<file path="src/hdl/bdu_pkg.sv">
`default_nettype none
// ----------------------------------------------------------------------------
// bdu_pkg
// Shared types and constants for the Dynnikov coordinate braid update block.
// ----------------------------------------------------------------------------
package bdu_pkg;

  localparam int unsigned MaxPairsDef = 32;
  localparam logic [5:0]  StrandReset = 6'd34;

  typedef enum logic [1:0] {
    OP_LOAD  = 2'd0,
    OP_APPLY = 2'd1,
    OP_READ  = 2'd2,
    OP_RSVD  = 2'd3
  } op_e;

  typedef enum logic [1:0] {
    ST_OK  = 2'd0,
    ST_RNG = 2'd1,
    ST_SAT = 2'd2
  } status_e;

  typedef enum logic [2:0] {
    S_IDLE,
    S_RD0,
    S_RD1,
    S_CALC,
    S_WR0,
    S_WR1,
    S_OUT
  } state_e;

  typedef enum logic [1:0] {
    R_FIRST,
    R_LAST,
    R_MID
  } rule_e;

  typedef struct packed {
    logic    capture;
    logic    rd0;
    logic    rd1;
    logic    calc;
    logic    wr0;
    logic    wr1;
    logic    load;
    logic    out_set;
    status_e out_status;
    logic    out_read;
  } cmd_t;

  typedef struct packed {
    op_e  op;
    logic idx_ok;
    logic gen_zero;
    logic gen_ok;
    logic two_pairs;
    logic sat;
  } stat_t;

  function automatic logic signed [34:0] posp(input logic signed [34:0] x);
    return x[34] ? '0 : x;
  endfunction

  function automatic logic signed [34:0] negp(input logic signed [34:0] x);
    return x[34] ? x : '0;
  endfunction

  function automatic logic ovf(input logic signed [34:0] x);
    return (x > 35'sd2147483647) || (x < -35'sd2147483648);
  endfunction

  function automatic logic [31:0] sat32(input logic signed [34:0] x);
    if (x > 35'sd2147483647) return 32'h7fffffff;
    if (x < -35'sd2147483648) return 32'h80000000;
    return x[31:0];
  endfunction

endpackage
`default_nettype wire

</file>
<file path="src/hdl/bdu_ctrl.sv">
`default_nettype none
// ----------------------------------------------------------------------------
// bdu_ctrl
// Sequencer: loads or reads one pair, or reads up to two pairs, computes, writes back; presents result.
// ----------------------------------------------------------------------------
module bdu_ctrl
  import bdu_pkg::*;
(
  input  wire logic  clk_i,
  input  wire logic  rst_ni,
  input  wire logic  in_valid_i,
  output logic       in_ready_o,
  output logic       out_valid_o,
  input  wire logic  out_ready_i,
  input  wire stat_t stat_i,
  output cmd_t       cmd_o
);

  state_e state_q, state_d;

  always_ff @(posedge clk_i or negedge rst_ni) begin
    if (!rst_ni) begin
      state_q <= S_IDLE;
    end else begin
      state_q <= state_d;
    end
  end

  always_comb begin
    state_d     = state_q;
    cmd_o       = '0;
    in_ready_o  = 1'b0;
    out_valid_o = 1'b0;
    case (state_q)
      S_IDLE: begin
        in_ready_o = 1'b1;
        if (in_valid_i) begin
          cmd_o.capture = 1'b1;
          state_d = S_RD0;
        end
      end
      S_RD0: begin
        cmd_o.out_set = 1'b1;
        state_d = S_OUT;
        case (stat_i.op)
          OP_LOAD: begin
            if (stat_i.idx_ok) begin
              cmd_o.load = 1'b1;
            end else begin
              cmd_o.out_status = ST_RNG;
            end
          end
          OP_READ: begin
            if (stat_i.idx_ok) begin
              cmd_o.out_set = 1'b0;
              cmd_o.rd0 = 1'b1;
              state_d = S_RD1;
            end else begin
              cmd_o.out_status = ST_RNG;
            end
          end
          OP_APPLY: begin
            if (!stat_i.gen_zero) begin
              if (!stat_i.gen_ok) begin
                cmd_o.out_status = ST_RNG;
              end else begin
                cmd_o.out_set = 1'b0;
                cmd_o.rd0 = 1'b1;
                state_d = S_RD1;
              end
            end
          end
          default: cmd_o.out_status = ST_RNG;
        endcase
      end
      S_RD1: begin
        if (stat_i.op == OP_READ) begin
          cmd_o.out_set  = 1'b1;
          cmd_o.out_read = 1'b1;
          state_d = S_OUT;
        end else begin
          cmd_o.rd1 = 1'b1;
          state_d = S_CALC;
        end
      end
      S_CALC: begin
        cmd_o.calc = 1'b1;
        state_d = S_WR0;
      end
      S_WR0: begin
        cmd_o.wr0 = 1'b1;
        state_d = S_WR1;
      end
      S_WR1: begin
        cmd_o.wr1 = stat_i.two_pairs;
        cmd_o.out_set = 1'b1;
        cmd_o.out_status = stat_i.sat ? ST_SAT : ST_OK;
        state_d = S_OUT;
      end
      S_OUT: begin
        out_valid_o = 1'b1;
        if (out_ready_i) begin
          state_d = S_IDLE;
        end
      end
      default: state_d = S_IDLE;
    endcase
  end

endmodule
`default_nettype wire

</file>
<file path="config.mk">
export PLATFORM = sky130hd
export DESIGN_NAME = bdu_ctrl
export DESIGN_NICKNAME = d
export VERILOG_FILES = /design/src/hdl/bdu_pkg.sv /design/src/hdl/bdu_ctrl.sv
export SDC_FILE = /design/constraint.sdc
export NUM_CORES = 1
export LEC_CHECK = 0
export ABC_CLOCK_PERIOD_IN_PS = 3500
export BUFFER_PORTS_ARGS = -buffer_cell sky130_fd_sc_hd__clkbuf_2
export CAP_MARGIN = 20
export CORE_AREA = 10 10 47 49
export DETAILED_ROUTE_END_ITERATION = 10
export DIE_AREA = 0 0 57 59
export MAX_ROUTING_LAYER = met4
export PLACE_DENSITY = 0.63
export SLEW_MARGIN = 20
export SYNTH_ARGS = -nofsm -noshare
export SYNTH_HDL_FRONTEND = slang
export SYNTH_SLANG_ARGS = --single-unit
</file>
<file path="constraint.sdc">
create_clock -name clk_i -period 3.5 [get_ports clk_i]
set_clock_uncertainty 0.2 [all_clocks]
set_input_delay 0.525 -clock clk_i [delete_from_list [all_inputs] [get_ports clk_i]]
set_output_delay 0.525 -clock clk_i [all_outputs]
set_load 0.02 [all_outputs]
</file>
== Word level (Yosys, flattened, before mapping) ==
Index checks and enable logic that the tools add are counted.

* Add/subtract/negate cells: 0
* $mul: 0
* Div/mod/pow operators: 0
* Magnitude comparators: 0
* Equality and inequality tests: 10
* Shifts and indexed selects: 0
* Multiplexer cells: 36
* Bitwise logic cells: 0
* Reduce and logical (&&, ||, !) cells: 4

{| class="wikitable"
|+ Operators by type and width
! kind !! count
|-
| two-way mux 1 bit || 21
|-
| two-way mux 3 bit || 7
|-
| one-hot mux 3 bit (7 select lines) || 1
|-
| == test 3 bit, second input constant || 3
|-
| one-hot mux 2 bit (2 select lines) || 2
|-
| == test 3 x 2 -> 1 bit, second input constant || 2
|-
| one-hot mux 3 bit (2 select lines) || 1
|-
| != test 2 bit, second input constant || 2
|-
| one-hot mux 1 bit (2 select lines) || 2
|-
| == test 3 x 1 -> 1 bit, second input constant || 1
|-
| logical NOT 3 bit || 1
|-
| one-hot mux 1 bit (3 select lines) || 1
|-
| == test 2 x 1 -> 1 bit, second input constant || 1
|-
| == test 2 bit, second input constant || 1
|-
| logical NOT 2 bit || 1
|-
| two-way mux 2 bit || 1
|-
| AND reduction 2 bit || 1
|-
| OR reduction 2 bit || 1
|}

* Flip-flop bits (word level): 3
* Latch bits: 0
* Memory bits (writable): 0
* Bits in read-only memories: 0
* Input port bits: 11
* Output and inout port bits: 13
* Logic and storage cells: 51
* Memories: 0

== Logic depth before layout (Yosys ltp) ==
* Word-level depth: 4
* Depth in mapped cells: 5
* Depth with buffers taken out: 5

== Worst setup path after synthesis ==
Ideal clock, no wire load.

* Path type: input to output
* Start: input port stat_i[5] in the netlist's numbering
* End: output port cmd_o[3] in the netlist's numbering
* Data arrival time: 1694 ps
* Path slack: 1081 ps
* Stages: 5
* Buffers on the path: 0
* Path through: inv_1 > ha_1 > nand2_1 > nor3_1 > o21bai_1

{| class="wikitable"
|+ RTL lines
! what !! RTL line !! text
|-
| start, declared || bdu_ctrl.sv:15 || <nowiki>input wire stat_t stat_i,</nowiki>
|-
| end, declared || bdu_ctrl.sv:16 || <nowiki>output cmd_t cmd_o</nowiki>
|}

==> summary.txt <==
Setup path
  • R2R setup slack: 2.07 ns
  • Worst-path fanout max: 6
  • Endpoint class of the critical path: primary output
  • Crit path launch type: input pin
  • Worst EP required: 2.77 ns
  • Worst setup path class: input pin to primary output
  • CP Data Arrival Time: 1.75 ns

Clock network
  • Root buf cell: clkbuf_4
  • H-tree levels: 1
  • Worst skew pair latency: 0.23 ns
  • Post-CTS Setup Repair Bufs: 0
  • Clk slew on worst S/H paths: 0.04 ns
  • CTS resizes: 0
  • CTS hold repair buffers: 1
  • CTS sink cnt: 3
  • CTS buffer count: 3
  • CTS Buffer Depth: 2
  • CTS tree: yes

Die
  • Die Area: 3360 um2
  • Core area: 1400 um2
  • Row Count: 14
  • Die Width: 57 um
  • Initial Util: 28.1%
  • Ports: 24
  • Die height: 59 um

Timing
  • Tcrit/Tclk final: 70.8%
  • Setup TNS: 0 ns
  • Achievable Freq: 403 MHz
  • Final min period: 2.48 ns
  • Final setup vio count: 0
  • Hold slack final: 0.423 ns
  • RSZ-0062 raised after global routing: false
  • Max_slew headroom: 75.8%
  • Final Hold Fails: 0
  • Max-slew violation count: 0
  • Worst slew pin tran: 0.354 ns
  • Setup ws final: 1.02 ns

GRT
  • Pin count of the biggest net entering global routing: 16
  • GRT overflow: 0
  • Tot GR Track Use: 7.18%
  • First-pass GRT wire length: 2010 um
  • Initial antenna violation count: 0
  • Vias in the first global route: 475

Drt
  • Remaining DRCs: 0
  • Vias per std cell: 4.87
  • Drt first pass iters: 3
  • Met3 wire len: 102 um
  • Routed WL: 1130 um
  • Routed WL per cell: 12.4 um
  • Met2 wire len: 455 um
  • Via count: 443
  • Final ANT Viol Nets: 0
  • Top Metal Used: met3
  • Met1 Routed Length: 572 um
  • DRT iter0 DRCs: 5

Synthesis
  • Sequential share of the synthesized area: 19.0%
  • Top cells by count, synth: ha_1, inv_1, nand2_1, nor3_1, dfrtp_1
  • Asr flop ratio synth: 100%
  • Top cell type's share of synthesized area: 19.0%
  • Ys flop type: dfrtp_1
  • Largest cells by area after synthesis: dfrtp_1, ha_1, nor3_1
  • Syn_area_per_cell: 7.88 um2
  • Post-Syn Nets: 66
  • Mapped Cells: 50
  • Synth cell types: 27
  • Count leader, synth: ha_1
  • Synthesis-stage register bit count: 3
  • Synth area leader: dfrtp_1
  • Syn. warnings: 0
  • Post-synth EDFFs: 0
  • Mapped cell area: 394 um2

Placed design
  • Detailed placement HPWL: 954 um
  • Pre-CTS WS: 0.998 ns
  • Cells after DPL: 86
  • Routability Congestion: 0.753
  • I/O Buffers: 23

Cells and area
  • # fillers: 152
  • Max reg flops: 3
  • Top reg by flops: state_q
  • Area Overhead vs Synth: 38.4%
  • Number of nets in the layout: 92
  • Top Registers: state_q (3)
  • Non-Filler Instances: 91
  • Ant. Diodes: 0
  • Share of layout cells above drive strength 1: 38.7%

Power
  • Pwr Total: 0.366 mW
  • Power per cell area: 671 nW/um2
  • Leakage: 0.283 nW
  • Clock share of power: 16.5%
  • Worst VDD drop: 0.211 mV
  • Switch share: 52.1%
  • Internal Power: 0.175 mW
  • Part of the power in registers: 28.6%
  • Net load switching power: 0.191 mW
  • Combinational Power Share: 54.9%

Job
  • Max_cap viols: 0

Min path
  • Min-delay worst type: input pin to asynchronous set/reset pin

Status
  • Status: complete, no violations
power groups by stage:
stage	clock network [mW]	registers (mW)	logic (mW)
after floorplan	0	0.0630	0.191
after CTS	0.0635	0.104	0.205
after detailed placement	0	0.105	0.204
after global routing	0.0664	0.114	0.230
after global placement	0	0.104	0.203
final	0.0605	0.105	0.201
through the flow:
stage | instance area [um2] | util (%)
floorplan | 394 | -
global placement | 509 | 36.3
detailed placement | 509 | 36.3
CTS | 546 | 38.9
global route | 546 | 38.9
finish | 546 | 38.9
cell type report:
cell class / count / area, um2 / area share, %
Clock buffer: 4 / 26.3 / 4.82
Sequential cell: 3 / 75.1 / 13.8
Timing Repair Buffer: 24 / 125 / 22.9
Multi-Input combinational cell: 39 / 278 / 50.9
Inverter: 5 / 21.3 / 3.90
Tap cell: 16 / 20.0 / 3.67
layer usage:
layer  GRT usage (%)  vias to the layer above
met5               -                        -
met4            3.02                        0
met3            2.79                        0
met2            10.1                       19
met1            8.88                      196
li1                -                      228
kinds of logic after synthesis:
kind of cell	Yosys count	share of synthesized area [%]
AO/OA/AOI/OAI	11	22.5
buffers and inverters	8	10.5
AND/OR/NAND/NOR	23	32.1
adder cells (fa/ha/maj)	5	15.9
flip-flops	3	19.0
worst max-delay path, stage by stage:
cell       delay, ns
clkbuf_2        0.12
inv_1           0.06
ha_1            0.25
nor2b_1         0.17
a2111oi_0       0.37
o21bai_1        0.10
clkbuf_2        0.16
final timing paths:
check,cells after the start,end,start
setup / recovery,7,cmd_o[3],stat_i[5]
hold / removal,2,state_q[0],rst_ni
setup reg to reg,3,state_q[0],state_q[1]
hold reg to reg,1,state_q[0],state_q[0]
max in group asynchronous,2,state_q[1],rst_ni
min in group clk_i,3,state_q[0],in_valid_i
cells in the final DEF, fill, tap and decap left out:
| cell | Yosys | final |
|---|---|---|
| clkbuf_2 | 0 | 23 |
| ha_1 | 5 | 5 |
| inv_1 | 4 | 4 |
| nor3_1 | 4 | 4 |
| nand2_1 | 4 | 4 |
| clkbuf_4 | 0 | 3 |
| dfrtp_1 | 3 | 3 |
| nor3b_1 | 2 | 2 |
| nor4_1 | 2 | 2 |
| nand2b_1 | 2 | 2 |
| nor2_1 | 2 | 2 |
| a211oi_1 | 2 | 2 |
| nor2b_1 | 2 | 2 |
| and3_1 | 2 | 2 |
| o21ai_0 | 2 | 2 |
| inv_4 | 1 | 1 |
| o21ba_2 | 1 | 1 |
| a2111oi_0 | 1 | 1 |
| o21bai_1 | 1 | 1 |
| a32oi_1 | 1 | 1 |
| and2_1 | 1 | 1 |
| or3_1 | 1 | 1 |
| a21oi_1 | 1 | 1 |
| a2111oi_2 | 1 | 1 |
| o221ai_1 | 1 | 1 |
| or2_1 | 1 | 1 |
| clkbuf_1 | 1 | 1 |
| dlygate4sd3_1 | 0 | 1 |
Note: power is estimated with default switching activity, not from simulation.
